===== src/design/json_string_unescape_utf8_macros.svh =====
// ----------------------------------------------------------------------------
// json string unescape assertion macros
// shared assertion forms, compiled out when ASSERT_OFF is set
// ----------------------------------------------------------------------------
`ifndef JSON_STRING_UNESCAPE_UTF8_MACROS_SVH
`define JSON_STRING_UNESCAPE_UTF8_MACROS_SVH

`ifndef ASSERT_OFF
`define JSU_ASSERT_IMPL(lbl, clk, rst_n, ante, cons) \
  lbl: assert property (@(posedge clk) disable iff (!rst_n) (ante) |-> (cons)) \
    else $error("assertion failed: same-cycle implication");
`define JSU_ASSERT_NEXT(lbl, clk, rst_n, ante, cons) \
  lbl: assert property (@(posedge clk) disable iff (!rst_n) (ante) |=> (cons)) \
    else $error("assertion failed: next-cycle implication");
`else
`define JSU_ASSERT_IMPL(lbl, clk, rst_n, ante, cons)
`define JSU_ASSERT_NEXT(lbl, clk, rst_n, ante, cons)
`endif

`endif


===== src/design/jsu_pkg.sv =====
`timescale 1ns / 1ps
// ----------------------------------------------------------------------------
// jsu_pkg
// shared types, status codes and utf-8 helpers for the string unescaper
// ----------------------------------------------------------------------------
package jsu_pkg;

  localparam int unsigned FifoDepthDefault = 4;

  localparam logic [3:0] ST_BYTE       = 4'd0;
  localparam logic [3:0] ST_END        = 4'd1;
  localparam logic [3:0] ST_UNTERM     = 4'd2;
  localparam logic [3:0] ST_BS_END     = 4'd3;
  localparam logic [3:0] ST_INV_ESC    = 4'd4;
  localparam logic [3:0] ST_CTRL       = 4'd5;
  localparam logic [3:0] ST_BAD_HEX    = 4'd6;
  localparam logic [3:0] ST_TRUNC      = 4'd7;
  localparam logic [3:0] ST_BAD_LOW    = 4'd8;
  localparam logic [3:0] ST_DANGLING   = 4'd9;
  localparam logic [3:0] ST_LONE_LOW   = 4'd10;
  localparam logic [3:0] ST_NO_QUOTE   = 4'd11;

  // one queued item: up to four utf-8 bytes, then an optional status result
  typedef struct packed {
    logic [20:0] cp;
    logic [2:0]  nbytes;
    logic [3:0]  tail;
  } job_t;

  function automatic logic [4:0] hex_val(input logic [7:0] c);
    logic [4:0] r;
    r = 5'd0;
    if (c >= 8'h30 && c <= 8'h39) begin
      r = {1'b1, 4'(c - 8'h30)};
    end else if (c >= 8'h61 && c <= 8'h66) begin
      r = {1'b1, 4'(c - 8'h57)};
    end else if (c >= 8'h41 && c <= 8'h46) begin
      r = {1'b1, 4'(c - 8'h37)};
    end
    return r;
  endfunction

  function automatic logic [2:0] utf8_len(input logic [20:0] cp);
    logic [2:0] r;
    if (cp <= 21'h7F) begin
      r = 3'd1;
    end else if (cp <= 21'h7FF) begin
      r = 3'd2;
    end else if (cp <= 21'hFFFF) begin
      r = 3'd3;
    end else begin
      r = 3'd4;
    end
    return r;
  endfunction

  function automatic logic [7:0] utf8_byte(input logic [20:0] cp, input logic [2:0] n,
                                           input logic [1:0] idx);
    logic [7:0] r;
    r = 8'h00;
    unique case (n)
      3'd2: begin
        r = (idx == 2'd0) ? {3'b110, cp[10:6]} : {2'b10, cp[5:0]};
      end
      3'd3: begin
        unique case (idx)
          2'd0:    r = {4'b1110, cp[15:12]};
          2'd1:    r = {2'b10, cp[11:6]};
          default: r = {2'b10, cp[5:0]};
        endcase
      end
      3'd4: begin
        unique case (idx)
          2'd0: r = {5'b11110, cp[20:18]};
          2'd1: r = {2'b10, cp[17:12]};
          2'd2: r = {2'b10, cp[11:6]};
          2'd3: r = {2'b10, cp[5:0]};
        endcase
      end
      default: r = cp[7:0];
    endcase
    return r;
  endfunction

endpackage


===== src/design/jsu_front.sv =====
`timescale 1ns / 1ps
// ----------------------------------------------------------------------------
// jsu_front
// per-byte decode state machine; turns each item into at most one queued job
// ----------------------------------------------------------------------------
module jsu_front (
  input  logic         clk_i,
  input  logic         rst_ni,
  input  logic         accept_i,
  input  logic [7:0]   in_byte_i,
  input  logic         end_of_input_i,
  output logic         job_valid_o,
  output jsu_pkg::job_t job_o
);
  import jsu_pkg::*;

  localparam logic [2:0] M_IDLE       = 3'd0;
  localparam logic [2:0] M_STR        = 3'd1;
  localparam logic [2:0] M_ESC        = 3'd2;
  localparam logic [2:0] M_HEX1       = 3'd3;
  localparam logic [2:0] M_AFTER_HIGH = 3'd4;
  localparam logic [2:0] M_HIGH_BS    = 3'd5;
  localparam logic [2:0] M_HEX2       = 3'd6;

  logic [2:0]  mode_q, mode_d;
  logic [15:0] acc_q, acc_d;
  logic [1:0]  cnt_q, cnt_d;
  logic [9:0]  pend_q, pend_d;

  logic [3:0]  err;
  logic [4:0]  hv;
  logic [15:0] v;
  logic [20:0] cp;
  logic [2:0]  nb;
  logic [3:0]  tail;

  always_comb begin
    mode_d = mode_q;
    acc_d  = acc_q;
    cnt_d  = cnt_q;
    pend_d = pend_q;
    err    = ST_BYTE;
    cp     = 21'd0;
    nb     = 3'd0;
    tail   = ST_BYTE;
    hv     = hex_val(in_byte_i);
    v      = {acc_q[11:0], hv[3:0]};
    unique case (mode_q)
      M_STR: begin
        if (in_byte_i == 8'h22) begin
          tail   = ST_END;
          mode_d = M_IDLE;
        end else if (in_byte_i == 8'h5C) begin
          mode_d = M_ESC;
        end else if (in_byte_i < 8'h20) begin
          err = ST_CTRL;
        end else begin
          cp = {13'd0, in_byte_i};
          nb = 3'd1;
        end
      end
      M_ESC: begin
        mode_d = M_STR;
        nb     = 3'd1;
        unique case (in_byte_i)
          8'h22, 8'h5C, 8'h2F: cp = {13'd0, in_byte_i};
          8'h62: cp = 21'h08;
          8'h66: cp = 21'h0C;
          8'h6E: cp = 21'h0A;
          8'h72: cp = 21'h0D;
          8'h74: cp = 21'h09;
          8'h75: begin
            nb     = 3'd0;
            mode_d = M_HEX1;
            acc_d  = 16'd0;
            cnt_d  = 2'd0;
          end
          default: begin
            nb  = 3'd0;
            err = ST_INV_ESC;
          end
        endcase
      end
      M_HEX1, M_HEX2: begin
        if (!hv[4]) begin
          err = ST_BAD_HEX;
        end else if (cnt_q != 2'd3) begin
          acc_d = v;
          cnt_d = cnt_q + 2'd1;
        end else begin
          acc_d = 16'd0;
          cnt_d = 2'd0;
          if (mode_q == M_HEX1) begin
            if (v >= 16'hD800 && v <= 16'hDBFF) begin
              pend_d = v[9:0];
              mode_d = M_AFTER_HIGH;
            end else if (v >= 16'hDC00 && v <= 16'hDFFF) begin
              err = ST_LONE_LOW;
            end else begin
              cp     = {5'd0, v};
              nb     = utf8_len(cp);
              mode_d = M_STR;
            end
          end else begin
            if (v >= 16'hDC00 && v <= 16'hDFFF) begin
              cp     = 21'h10000 + {1'b0, pend_q, v[9:0]};
              nb     = 3'd4;
              pend_d = 10'd0;
              mode_d = M_STR;
            end else begin
              err = ST_BAD_LOW;
            end
          end
        end
      end
      M_AFTER_HIGH: begin
        if (in_byte_i == 8'h5C) begin
          mode_d = M_HIGH_BS;
        end else begin
          err = ST_DANGLING;
        end
      end
      M_HIGH_BS: begin
        if (in_byte_i == 8'h75) begin
          mode_d = M_HEX2;
          acc_d  = 16'd0;
          cnt_d  = 2'd0;
        end else begin
          err = ST_DANGLING;
        end
      end
      default: begin
        if (in_byte_i == 8'h22) begin
          mode_d = M_STR;
        end else begin
          err = ST_NO_QUOTE;
        end
      end
    endcase

    if (err == ST_BYTE && end_of_input_i) begin
      unique case (mode_d)
        M_STR:                  err = ST_UNTERM;
        M_ESC:                  err = ST_BS_END;
        M_HEX1, M_HEX2:         err = ST_TRUNC;
        M_AFTER_HIGH, M_HIGH_BS: err = ST_DANGLING;
        default:                err = ST_BYTE;
      endcase
    end

    if (err != ST_BYTE) begin
      tail   = err;
      mode_d = M_IDLE;
      acc_d  = 16'd0;
      cnt_d  = 2'd0;
      pend_d = 10'd0;
    end
  end

  assign job_o       = '{cp: cp, nbytes: nb, tail: tail};
  assign job_valid_o = accept_i && (nb != 3'd0 || tail != ST_BYTE);

  always_ff @(posedge clk_i or negedge rst_ni) begin
    if (!rst_ni) begin
      mode_q <= M_IDLE;
      acc_q  <= 16'd0;
      cnt_q  <= 2'd0;
      pend_q <= 10'd0;
    end else if (accept_i) begin
      mode_q <= mode_d;
      acc_q  <= acc_d;
      cnt_q  <= cnt_d;
      pend_q <= pend_d;
    end
  end

endmodule


===== src/design/jsu_fifo.sv =====
`timescale 1ns / 1ps
// ----------------------------------------------------------------------------
// jsu_fifo
// short job queue between the decoder and the byte emitter
// ----------------------------------------------------------------------------
module jsu_fifo #(
  parameter int unsigned Depth = jsu_pkg::FifoDepthDefault
) (
  input  logic          clk_i,
  input  logic          rst_ni,
  input  logic          push_i,
  input  jsu_pkg::job_t wdata_i,
  output logic          full_o,
  input  logic          pop_i,
  output logic          empty_o,
  output jsu_pkg::job_t rdata_o
);
  import jsu_pkg::*;

  localparam int unsigned PtrW = (Depth > 1) ? $clog2(Depth) : 1;
  localparam int unsigned CntW = $clog2(Depth + 1);
  localparam logic [PtrW-1:0] LastPtr = PtrW'(Depth - 1);
  localparam logic [CntW-1:0] FullCnt = CntW'(Depth);

  job_t            mem_q [Depth];
  logic [PtrW-1:0] wr_q, rd_q;
  logic [CntW-1:0] cnt_q;

  assign full_o  = (cnt_q == FullCnt);
  assign empty_o = (cnt_q == '0);
  assign rdata_o = mem_q[rd_q];

  always_ff @(posedge clk_i) begin
    if (push_i) begin
      mem_q[wr_q] <= wdata_i;
    end
  end

  always_ff @(posedge clk_i or negedge rst_ni) begin
    if (!rst_ni) begin
      wr_q  <= '0;
      rd_q  <= '0;
      cnt_q <= '0;
    end else begin
      if (push_i) begin
        wr_q <= (wr_q == LastPtr) ? '0 : wr_q + PtrW'(1);
      end
      if (pop_i) begin
        rd_q <= (rd_q == LastPtr) ? '0 : rd_q + PtrW'(1);
      end
      if (push_i && !pop_i) begin
        cnt_q <= cnt_q + CntW'(1);
      end else if (pop_i && !push_i) begin
        cnt_q <= cnt_q - CntW'(1);
      end
    end
  end

endmodule


===== src/design/jsu_back.sv =====
`timescale 1ns / 1ps
// ----------------------------------------------------------------------------
// jsu_back
// walks each queued job and emits its results into an output register
// ----------------------------------------------------------------------------
module jsu_back (
  input  logic          clk_i,
  input  logic          rst_ni,
  input  logic          job_avail_i,
  input  jsu_pkg::job_t job_i,
  output logic          job_done_o,
  output logic          empty_o,
  input  logic          pop_i,
  output logic [7:0]    out_byte_o,
  output logic [3:0]    status_o,
  output logic          last_of_run_o
);
  import jsu_pkg::*;

  logic       out_vld_q;
  logic [7:0] byte_q;
  logic [3:0] status_q;
  logic       last_q;
  logic [2:0] idx_q;

  logic       load;
  logic [2:0] total;
  logic       is_last;
  logic       in_bytes;
  logic [7:0] byte_d;
  logic [3:0] status_d;

  always_comb begin
    total    = job_i.nbytes + ((job_i.tail != ST_BYTE) ? 3'd1 : 3'd0);
    is_last  = (idx_q == total - 3'd1);
    in_bytes = (idx_q < job_i.nbytes);
    byte_d   = in_bytes ? utf8_byte(job_i.cp, job_i.nbytes, idx_q[1:0]) : 8'h00;
    status_d = in_bytes ? ST_BYTE : job_i.tail;
  end

  assign load       = job_avail_i && (!out_vld_q || pop_i);
  assign job_done_o = load && is_last;

  always_ff @(posedge clk_i) begin
    if (load) begin
      byte_q   <= byte_d;
      status_q <= status_d;
      last_q   <= is_last;
    end
  end

  always_ff @(posedge clk_i or negedge rst_ni) begin
    if (!rst_ni) begin
      out_vld_q <= 1'b0;
      idx_q     <= 3'd0;
    end else begin
      if (load) begin
        out_vld_q <= 1'b1;
        idx_q     <= is_last ? 3'd0 : idx_q + 3'd1;
      end else if (pop_i) begin
        out_vld_q <= 1'b0;
      end
    end
  end

  assign empty_o       = !out_vld_q;
  assign out_byte_o    = byte_q;
  assign status_o      = status_q;
  assign last_of_run_o = last_q;

endmodule


===== src/design/json_string_unescape_utf8.sv =====
`timescale 1ns / 1ps
// ----------------------------------------------------------------------------
// json_string_unescape_utf8
// decodes a json string literal, one raw byte per item, into utf-8 bytes
// ----------------------------------------------------------------------------
// usage:
//   input channel: drive in_byte_i / end_of_input_i with push; an item is
//   taken on a clock edge with push high and full low.
//   result channel: while empty is low the oldest result sits on out_byte_o,
//   status_o and last_of_run_o; pop takes it.
//   each item gives zero to five results; last_of_run_o marks the final one.
// timing:
//   the decoder takes one item per cycle while full is low. the emitter
//   drains one result per cycle while pop is high, so an item with more
//   results holds the emitter longer; a job queue of FifoDepth entries
//   absorbs the difference. each job passes the queue, then the output register.
// stall:
//   when pop stays low the output register holds, the queue fills, and full
//   rises once FifoDepth jobs wait. items with no result never occupy it.
// reset:
//   rst_ni clears the decoder to idle (waiting for an opening quote), empties
//   the queue and drops any result in the output register.
// ----------------------------------------------------------------------------
`include "json_string_unescape_utf8_macros.svh"

module json_string_unescape_utf8 #(
  parameter int unsigned FifoDepth = jsu_pkg::FifoDepthDefault
) (
  input  logic       clk_i,
  input  logic       rst_ni,
  input  logic       push,
  output logic       full,
  input  logic [7:0] in_byte_i,
  input  logic       end_of_input_i,
  output logic       empty,
  input  logic       pop,
  output logic [7:0] out_byte_o,
  output logic [3:0] status_o,
  output logic       last_of_run_o
);
  import jsu_pkg::*;

  logic accept;
  logic job_push;
  job_t job_in;
  logic fifo_full;
  logic fifo_empty;
  job_t job_head;
  logic job_pop;

  assign full   = fifo_full;
  assign accept = push && !fifo_full;

  jsu_front u_front (
    .clk_i          (clk_i),
    .rst_ni         (rst_ni),
    .accept_i       (accept),
    .in_byte_i      (in_byte_i),
    .end_of_input_i (end_of_input_i),
    .job_valid_o    (job_push),
    .job_o          (job_in)
  );

  jsu_fifo #(
    .Depth (FifoDepth)
  ) u_fifo (
    .clk_i   (clk_i),
    .rst_ni  (rst_ni),
    .push_i  (job_push),
    .wdata_i (job_in),
    .full_o  (fifo_full),
    .pop_i   (job_pop),
    .empty_o (fifo_empty),
    .rdata_o (job_head)
  );

  jsu_back u_back (
    .clk_i         (clk_i),
    .rst_ni        (rst_ni),
    .job_avail_i   (!fifo_empty),
    .job_i         (job_head),
    .job_done_o    (job_pop),
    .empty_o       (empty),
    .pop_i         (pop),
    .out_byte_o    (out_byte_o),
    .status_o      (status_o),
    .last_of_run_o (last_of_run_o)
  );

  `JSU_ASSERT_IMPL(a_no_overflow, clk_i, rst_ni, job_push, !fifo_full)
  `JSU_ASSERT_IMPL(a_status_zero_byte, clk_i, rst_ni, !empty && status_o != ST_BYTE,
                   out_byte_o == 8'h00)
  `JSU_ASSERT_NEXT(a_job_end_last, clk_i, rst_ni, job_pop, !empty && last_of_run_o)

endmodule


===== config.mk =====
export PLATFORM = sky130hd
export DESIGN_NAME = json_string_unescape_utf8
export DESIGN_NICKNAME = d
export VERILOG_FILES = /design/src/design/jsu_pkg.sv /design/src/design/jsu_front.sv /design/src/design/jsu_fifo.sv /design/src/design/jsu_back.sv /design/src/design/json_string_unescape_utf8.sv
export VERILOG_INCLUDE_DIRS = /design/src /design/src/design
export SDC_FILE = /design/constraint.sdc
export NUM_CORES = 1
export LEC_CHECK = 0
export ABC_AREA = 0
export BUFFER_PORTS_ARGS = -buffer_cell sky130_fd_sc_hd__buf_2
export CAP_MARGIN = 20
export CORE_MARGIN = 3
export CORE_UTILIZATION = 56
export CTS_CLUSTER_DIAMETER = 30
export DETAILED_ROUTE_END_ITERATION = 10
export PLACE_DENSITY = 0.73
export SYNTH_ARGS = -nofsm -noshare
export SYNTH_HDL_FRONTEND = slang
export SYNTH_SLANG_ARGS = --single-unit
export TNS_END_PERCENT = 100

===== constraint.sdc =====
create_clock -name clk_i -period 6.8 [get_ports clk_i]
set_clock_uncertainty 0.1 [all_clocks]
set_input_delay 1.36 -clock clk_i [delete_from_list [all_inputs] [get_ports clk_i]]
set_output_delay 1.36 -clock clk_i [all_outputs]
set_load 0.01 [all_outputs]

==> results.md, run 1 <==
* IO Pins at 28
* Final Slew Violations at 0
* Register area share after synthesis at 56.6%
* CP delay by family, top: compound AO/OA/AOI/OAI gates
* Number of hold buffers added after cts at 0
* Top achievable clock speed at 186 MHz
* Placed Area at 8560 µm²
* Placed cell count at 831
* Core area at 14200 µm²
* # rows at 43
* Vias/cell at 6.67
* Clock Latency Late Sink at 0.43 ns
* Port Buffers at 27
* Startpoint Class: input port
* Leakage power at 3.38 nW
* Syn Nets at 688
* Area of the multi-input gates at 3330 µm²
* Fraction of layout cells with a size suffix above 1 at 17.4%
* R2R Path End: u_fifo.cnt_q[1]
* GRT Util Overall at 25.6%
* TritonCTS clock tree: yes
* Grt total ovfl at 0
* Required time of the worst setup path at 7.01 ns
* Width of the die at 128 µm
* Power Total at 3.53 mW
* Fin nets at 706
* Largest net degree at the start of global routing at 39
* EDFF count, synth at 125
* Final non-filler cell total at 864
* Minimum clock period after layout at 5.38 ns
* Initial Util at 58.5%
* Final core occ at 64.7%
* Hold Path Sink: u_front.cnt_q[0]
* Buf/Inv on CP at 3
* TNS Setup at 0 ns
* Unrepaired setup endpoints after global routing: no
* Post-CTS Setup Inserts at 0
* Status: finished clean
* Number of fill cells at 1048
* CP max stage cell: a2111oi_4
* Library cells used by synthesis at 76
* Mean Syn Cell Area at 12.7 µm²
* PwrDens at 383 nW/µm²
* WL/cell at 23.0 µm
* Resize count post-CTS at 0
* Max-Slew Margin vs Limit at 25.7%
* Largest stage delay on the critical path at 0.61 ns
* Prevailing post-synth register cell: edfxtp_1
* Yosys reg bits at 163
* Worst-path clk slew at 0.07 ns
* CTS buffer count at 17
* Root Buffer: clkbuf_16
* Hold_sp: u_front.cnt_q[0]
* Worst-Margin Slew at 1.11 ns
* # H-tree levels at 4
* Post-synthesis async set-or-reset flop share at 23.3%
* Antenna-violating nets left at 0
* Post-route DRC violation count at 0
* Seq. cell area at 4710 µm²
* Final worst slack at 1.42 ns
* Placer congestion estimate at 0.932
* Drt pass-1 iters at 5
* Hold Fails Final Rpt at 0
* Clock sink count at 163
* Mapped Area at 8310 µm²
* Vias in the first global route at 5585
* Initial antenna violation count at 0
* Initial DRC count at 677
* CP arrival at 5.60 ns
* DIE AREA at 16300 µm²
* Post-synthesis instance total at 653
* Commonest non-fill, non-tap cell in the layout: edfxtp_1
* Worst vdd ir at 0.222 mV
* WHS at 0.390 ns
* Global-route wire length before repair at 31.7 mm
* WL final at 19.8 mm
* Period utilization at 79.1%
* CP max FO at 9
* Die Height at 128 µm
* Worst setup EP type: flip-flop
* Number of max-cap violations at 0
* Commonest cells after routing, fill and taps aside: edfxtp_1 (125), nand2_1 (55), o21ai_0 (45)
* R2R depth at 11
* Via count at 5760
* HPWL after DPL at 13.9 mm
* Dpl ws at 1.00 ns
* Hold Crit Class: reg2reg
* CP Cell Sequence: buf_2 > inv_1 > ha_1 > o21bai_1 > a2111oi_4 > o221ai_2 > a221o_1 > or4b_4 > a2111oi_4 > a31oi_4 > ha_1 > inv_1 > fa_1 > mux2_2
* Critical path class: in2reg
* Design Area, Final at 9190 µm²
* Yosys synthesis warning count at 0
* RR Startpoint: u_front.mode_q[0]
* # setup viols final at 0
* Area Growth Syn to Fin at 10.7%
* Deepest clock path buffer count at 2
* Reg2Reg Setup Slack at 2.24 ns
* Worst Hold Depth at 1
* Antenna Cells at 0
[flip-flops by register name (all words and copies together), names as in the netlist]
signal,cells
u_fifo.mem_q,112
u_front.acc_q,12
u_front.pend_q,10
u_back.out_byte_o,8
u_back.status_o,4
u_back.idx_q,3
u_fifo.cnt_q,3
u_front.mode_q,3
u_fifo.rd_q,2
u_fifo.wr_q,2
u_front.cnt_q,2
u_back.last_of_run_o,1
u_back.out_vld_q,1
[synthesized netlist by cell type (all sizes together), types with 19 or more instances]
library cell	count	area, µm²
a21oi	24	120
a22o	19	166
a22oi	20	150
clkbuf	26	98.8
dfrtp	38	951
edfxtp	125	3750
ha	21	263
inv	37	139
mux4	28	631
nand2	55	206
nor2	31	116
o21ai	45	225
[metal layers]
layer | global-route usage, % | vias to the layer above | routed length (µm)
li1 | - | 2580 | -
met1 | 36.8 | 2877 | 8580
met2 | 38.3 | 252 | 9330
met3 | 4.75 | 51 | 1160
met4 | 12.0 | 0 | 758
met5 | 0 | - | 0
[worst max path at each step]
| stage | cells after the start | endpoint | from |
|---|---|---|---|
| after CTS | 14 | u_fifo.cnt_q[1] | in_byte_i[0] |
| after floorplan | 13 | u_fifo.cnt_q[1] | in_byte_i[1] |
| after global routing | 16 | u_fifo.cnt_q[2] | in_byte_i[0] |
| after detailed placement | 14 | u_fifo.cnt_q[1] | in_byte_i[0] |
| after global placement | 14 | u_fifo.cnt_q[1] | in_byte_i[0] |
| final | 14 | u_fifo.cnt_q[1] | in_byte_i[0] |
[kinds of logic (layout without fill, tap and decap cells)]
| kind of cell | after synthesis | in the layout | share of synthesized area [%] |
|---|---|---|---|
| compound gates | 173 | 173 | 15.1 |
| xor+xnor | 12 | 12 | 1.27 |
| fa+ha+maj | 22 | 22 | 3.40 |
| buf+inv | 69 | 100 | 3.28 |
| flops | 163 | 163 | 56.6 |
| mux | 37 | 37 | 8.87 |
| simple gates | 177 | 177 | 11.4 |
[report_power, final]
group	leakage, nW	switching (mW)	internal [mW]
Sequential	1.71	0.0975	1.31
Clock	0.303	0.416	0.589
Combinational	1.37	0.667	0.450
[area by class of cell]
type                    count  share of cell area (%)
well taps                 180                    2.45
multi-input cells         421                    36.3
inverters                  37                    1.51
clock buffers              17                    4.63
repair buffers             31                    1.77
clock inverters            15                    2.18
flip-flops and latches    163                    51.2
Power figures use the tool's default switching activity.
==> run 2, diff against run 1 <==
- ABC_AREA: 0 -> 1
- clock period: 6.8 -> 5.3 ns (I/O delays scaled with it)
==> run 2 against run 1 <==
Against the previous run:
- setup slack worse by 0.48 ns
- area after synthesis rose by 2.7%
- register-to-register slack got worse by 0.95 ns
- clock power rose by 34%
- synthesized cell count is 44% higher
- non-clock buffer count increased by 10
- power grew 36%
- first-iteration DRC count is 1.6% lower
==> results.md, run 2 <==
* Most frequent cell after synthesis: nand2_1
* Wire length on met3 at 1.09 mm
* CP max FO at 8
* Antenna Cells at 0
* Dpl ws at 0.525 ns
* Grt total ovfl at 0
* Startpoint Class: input port
* IO Pins at 28
* # H-tree levels at 4
* Deepest clock path buffer count at 2
* Prevailing post-synth register cell: edfxtp_1
* Initial Util at 58.1%
* CTS buffer count at 17
* Clock Latency Late Sink at 0.43 ns
* PwrDens at 504 nW/µm²
* CP arrival at 4.57 ns
* Top achievable clock speed at 229 MHz
* Area of the multi-input gates at 3330 µm²
* Initial DRC count at 666
* Clock sink count at 163
* Syn Nets at 978
* Mean Syn Cell Area at 9.05 µm²
* Die Height at 129 µm
* Vias in the first global route at 6275
* Leakage power at 4.00 nW
* Minimum clock period after layout at 4.36 ns
* Post-synthesis async set-or-reset flop share at 23.3%
* Post-synthesis instance total at 943
* Final Slew Violations at 0
* CP delay by family, top: simple AND/OR/NAND/NOR gates
* WL final at 20.5 mm
* CP dominant cell by count: nand2_1
* Register area share after synthesis at 55.1%
* Synth top area cells: edfxtp_1 (44%), dfrtp_1 (11%), nand2_1 (11%), nand3_1 (5.1%), nor2_1 (4.1%)
* Resize count post-CTS at 0
* Hold Fails Final Rpt at 0
* GRT Util Overall at 25.6%
* Required time of the worst setup path at 5.51 ns
* CP Cell Sequence: buf_2 > inv_1 > ha_1 > inv_1 > nand2_1 > nand2_1 > nand2_2 > nand2_4 > nand2_2 > nand2_1 > nor2_1 > nand2_1 > o211ai_1 > nor4_1 > nand3_1 > nand2_1 > inv_1 > ha_1 > inv_1 > fa_1 > a21oi_1 > o21ai_0 > xor2_1
* Synth top area share at 44.0%
* Commonest cells after routing, fill and taps aside: nand2_1 (251), edfxtp_1 (125), nor2_1 (89)
* Number of max-cap violations at 0
* Met2 wire length at 9.79 mm
* Largest net degree at the start of global routing at 61
* TritonCTS clock tree: yes
* Unrepaired setup endpoints after global routing: no
* WL/cell at 17.5 µm
* EDFF count, synth at 125
* Commonest non-fill, non-tap cell in the layout: nand2_1
* Global-route wire length before repair at 33.2 mm
* Yosys reg bits at 163
* Vias/cell at 5.84
* Placed Area at 8880 µm²
* Period utilization at 82.3%
* Post-Route M1 WL at 9.12 mm
* CP max stage cell: fa_1
* Yosys synthesis warning count at 0
* Design Area, Final at 9530 µm²
* Max-Slew Margin vs Limit at 39.4%
* Final core occ at 64.8%
* # rows at 44
* TNS Setup at 0 ns
* Max FFs per register at 112
* Worst setup EP type: flip-flop
* Worst vdd ir at 0.300 mV
* Worst-path clk slew at 0.06 ns
* Yosys top cell by area: edfxtp_1
* Core area at 14700 µm²
* HPWL after DPL at 13.8 mm
* Buf/Inv on CP at 5
* Hold Crit Class: reg2reg
* Final worst slack at 0.939 ns
* Status: finished clean
* Drt pass-1 iters at 7
* Number of fill cells at 1210
* Via count at 6815
* Critical path class: in2reg
* Number of hold buffers added after cts at 0
* Post-CTS Setup Inserts at 0
* Placer congestion estimate at 0.950
* Root Buffer: clkbuf_16
* # setup viols final at 0
* Largest Register: u_fifo.mem_q
* Port Buffers at 27
* Power Total at 4.80 mW
* Initial antenna violation count at 0
* Library cells used by synthesis at 46
* Antenna-violating nets left at 0
* Top Metal Used: met4
* Width of the die at 129 µm
* Mapped Area at 8530 µm²
* Area Growth Syn to Fin at 11.7%
* Synth cell count leaders: nand2_1 (251), edfxtp_1 (125), nor2_1 (93), nand3_1 (87), inv_1 (84)
* Largest stage delay on the critical path at 0.44 ns
* Seq. cell area at 4710 µm²
* Biggest registers after layout: u_fifo.mem_q x112, u_front.acc_q x12, u_front.pend_q x10
* DIE AREA at 16800 µm²
* Fin nets at 1005
* Post-route DRC violation count at 0
* Fraction of layout cells with a size suffix above 1 at 12.0%
* Worst-Margin Slew at 0.909 ns
[run 2: cell types whose count changed in the layout (fill, tap and decap cells not counted), moves of 13 or more]
cell     delta
inv_1      +47
nand4_1    +23
a22oi_1    -20
nor2_1     +58
mux4_2     -28
nand2_1   +196
a22o_1     -19
inv_2      +13
nand3_1    +74
[run 2: stage by stage]
step           std cells  hold WS, ns
2_1_floorplan        943        0.350
3_3_place_gp        1135        0.368
3_5_place_dp        1135        0.366
4_1_cts             1167        0.392
5_1_grt             1167        0.420
6_report            1167        0.392
[run 2: worst paths after layout]
| check | cells after the start | start | slack, ns | to |
|---|---|---|---|---|
| max | 23 | in_byte_i[0] | 0.94 | u_fifo.cnt_q[2] |
| min | 2 | u_front.pend_q[2] | 0.39 | u_front.pend_q[2] |
| max reg2reg | 15 | u_fifo.rd_q[0] | 1.29 | u_fifo.cnt_q[1] |
| min reg2reg | 2 | u_front.pend_q[2] | 0.39 | u_front.pend_q[2] |
| max in group asynchronous | 1 | rst_ni | 3.82 | u_fifo.rd_q[0] |
| min in group asynchronous | 1 | rst_ni | 0.66 | u_fifo.wr_q[1] |
[run 2: layout make-up]
cell class | instances | area share (%)
Inverter | 99 | 3.90
Multi-Input combinational cell | 648 | 35.0
Timing Repair Buffer | 41 | 2.52
Tap cell | 184 | 2.42
Clock buffer | 17 | 4.46
Sequential cell | 163 | 49.4
Clock inverter | 15 | 2.32
[run 2: logic make-up after synthesis]
kind of cell	share of synthesized area [%]
and+or+nand+nor	24.9
DFF	55.1
buffers and inverters	5.91
AOI/OAI and AO/OA	9.66
adders and majority gates	3.31
xor gates and xnor gates	0.924
muxes	0.132
[run 2: worst register-to-register path: stages, from the launching register on]
cell	delay (ns)
dfrtp_2	0.40
inv_2	0.51
nand2_1	0.16
a32o_1	0.32
nand2_1	0.09
nor2_1	0.05
ha_1	0.31
or2_2	0.29
a21oi_1	0.12
nand2_1	0.13
nor2_1	0.27
inv_1	0.15
ha_1	0.21
inv_1	0.12
fa_1	0.40
mux2_2	0.26
[run 2: report_power, final]
part	total [mW]	internal, mW	switching, mW
combinational	1.72	0.536	1.19
sequential	1.74	1.67	0.0747
clock	1.34	0.804	0.532
total	4.80	3.01	1.79
[run 2: layer usage]
metal  global-route usage (%)  up-vias
met1                     35.9     3247
met2                     41.1      224
met4                     8.92        0
met3                     3.79       37
li1                         -     3307
met5                        0        -
==> run 3, diff against run 2 <==
- clock period: 5.3 -> 4.25 ns (I/O delays scaled with it)
==> run 3 against run 2 <==
Against the previous run:
- register-to-register slack got worse by 0.90 ns
- utilization rose by 1.0 points
- cell area rose by 1.6%
- combinational power rose by 27%
- non-clock buffer count rose by 13
- die area did not move
- sequential cell count did not move
- critical path type is now reg2reg
==> results.md, run 3 (synthesized netlist as in run 2, its figures left out) <==
* Status: finished clean
* Via count at 6898
* Clock sink count at 163
* Max FFs per register at 112
* Placer congestion estimate at 0.981
* Largest net degree at the start of global routing at 47
* # setup viols final at 0
* TritonCTS clock tree: yes
* Worst-path clk slew at 0.06 ns
* Biggest registers after layout: u_fifo.mem_q x112, u_front.acc_q x12, u_front.pend_q x10
* Antenna Cells at 0
* Max-Slew Margin vs Limit at 39.7%
* Commonest cells after routing, fill and taps aside: nand2_1 (251), edfxtp_1 (125), nor2_1 (89)
* IO Pins at 28
* CP max FO at 30
* Met2 Use GR at 40.4%
* GRT Max-Usage Layer: met2
* Vias/cell at 5.85
* Number of max-cap violations at 0
* Resize count post-CTS at 0
* Vias in the first global route at 6477
* Commonest non-fill, non-tap cell in the layout: nand2_1
* Antenna-violating nets left at 0
* Number of hold buffers added after cts at 0
* Top achievable clock speed at 259 MHz
* Hold_sp: u_front.pend_q[3]
* Met3 usage at 5.85%
* Initial DRC count at 771
* WHS at 0.389 ns
* CTS buffer count at 17
* Global-route wire length before repair at 33.2 mm
* Reg2Reg Setup Slack at 0.39 ns
* Width of the die at 129 µm
* # rows at 44
* Initial Util at 58.1%
* GRT Util Overall at 25.8%
* Post-route DRC violation count at 0
* Largest Register: u_fifo.mem_q
* Fraction of layout cells with a size suffix above 1 at 13.0%
* Port Buffers at 27
* Clock Latency Late Sink at 0.43 ns
* Die Height at 129 µm
* Unrepaired setup endpoints after global routing: no
* Required time of the worst setup path at 4.46 ns
* Minimum clock period after layout at 3.86 ns
* Hold Crit Class: reg2reg
* Initial antenna violation count at 0
* Fin nets at 1018
* WL/cell at 17.2 µm
* Crit path launch: u_fifo.rd_q[0]
* DIE AREA at 16800 µm²
* Worst Hold Depth at 2
* Worst-Margin Slew at 0.905 ns
* Post-CTS Setup Inserts at 0
* Leakage power at 4.08 nW
* Worst vdd ir at 0.360 mV
* # H-tree levels at 4
* Area Growth Syn to Fin at 13.4%
* Grt total ovfl at 0
* Period utilization at 90.9%
* Critical path class: reg2reg
* Hold Fails Final Rpt at 0
* Deepest clock path buffer count at 2
* WL final at 20.3 mm
* RR Startpoint: u_fifo.rd_q[0]
* Root Buffer: clkbuf_16
* R2R Path End: u_fifo.cnt_q[1]
* PwrDens at 622 nW/µm²
* Drt pass-1 iters at 5
* R2R depth at 16
* GR Util met1 at 35.1%
* Startpoint Class: flip-flop
* Hold Path Sink: u_front.pend_q[3]
* HPWL after DPL at 13.8 mm
* Core area at 14700 µm²
* Final Slew Violations at 0
* Final core occ at 65.8%
* Worst setup EP type: flip-flop
* CP arrival at 4.08 ns
==> run 3: changes by cell type in the layout (fill, tap and decap cells not counted) <==
cell      before  now
clkbuf_8       0    2
buf_12         0    5
clkinv_4       5    3
inv_6          4    1
buf_4         14   22
clkbuf_1       0    2
inv_8          2    1
clkinv_2       0    2
==> run 3: layout make-up <==
cell class | count | area [µm²]
Sequential cell | 163 | 4710
Fill cell | 1162 | 5020
Clock inverter | 11 | 176
Timing Repair Buffer | 54 | 400
Tap cell | 184 | 230
Multi-Input combinational cell | 648 | 3330
Clock buffer | 21 | 460
Inverter | 99 | 372
==> run 3: per-stage QoR <==
stage / cell area [µm²] / worst slack (ns) / TNS, ns / power, mW / instances
global placement: 9040 / 0.160 / 0 / 4.32 / 1148
finish: 9680 / 0.388 / 0 / 6.02 / 1180
floorplan: 8530 / -0.0102 / -1.14 / 3.70 / 943
CTS: 9680 / 0.456 / 0 / 6.02 / 1180
global route: 9680 / 0.135 / 0 / 6.38 / 1180
detailed placement: 9040 / 0.0862 / 0 / 4.36 / 1148
==> run 3: metal layers <==
layer | share of wire (%) | up-vias
li1 | - | 3317
met1 | 43 | 3236
met2 | 46 | 289
met3 | 7.0 | 56
met4 | 3.6 | 0
met5 | 0 | -
==> run 3: how the worst max path moves through the flow <==
stage / cells past startpoint / end / slack (ns)
final: 16 / u_fifo.cnt_q[1] / 0.39
after global routing: 16 / u_fifo.cnt_q[1] / 0.14
after CTS: 16 / u_fifo.cnt_q[1] / 0.46
after detailed placement: 27 / u_fifo.cnt_q[2] / 0.09
after global placement: 25 / u_fifo.cnt_q[2] / 0.16
after floorplan: 16 / u_fifo.mem_q[0][0] / -0.01
==> run 3: where the power goes <==
part / internal, mW / leakage (nW) / switching, mW / total [mW]
sequential: 2.08 / 1.71 / 0.0917 / 2.17
clock: 1.02 / 0.314 / 0.636 / 1.66
combinational: 0.705 / 2.05 / 1.49 / 2.19
total: 3.80 / 4.08 / 2.22 / 6.02
==> run 3: worst max-delay path: stages (launching register included) <==
cell and delay (ns):
dfrtp_2 0.41, inv_2 0.18, buf_4 0.36, nand2_1 0.09
nand3_1 0.08, nand2_1 0.15, ha_1 0.22, ha_1 0.28
xnor2_1 0.13, a21oi_1 0.12, nand2_1 0.15, nor2_1 0.27
inv_1 0.19, ha_1 0.22, inv_1 0.11, fa_1 0.41
mux2_2 0.27
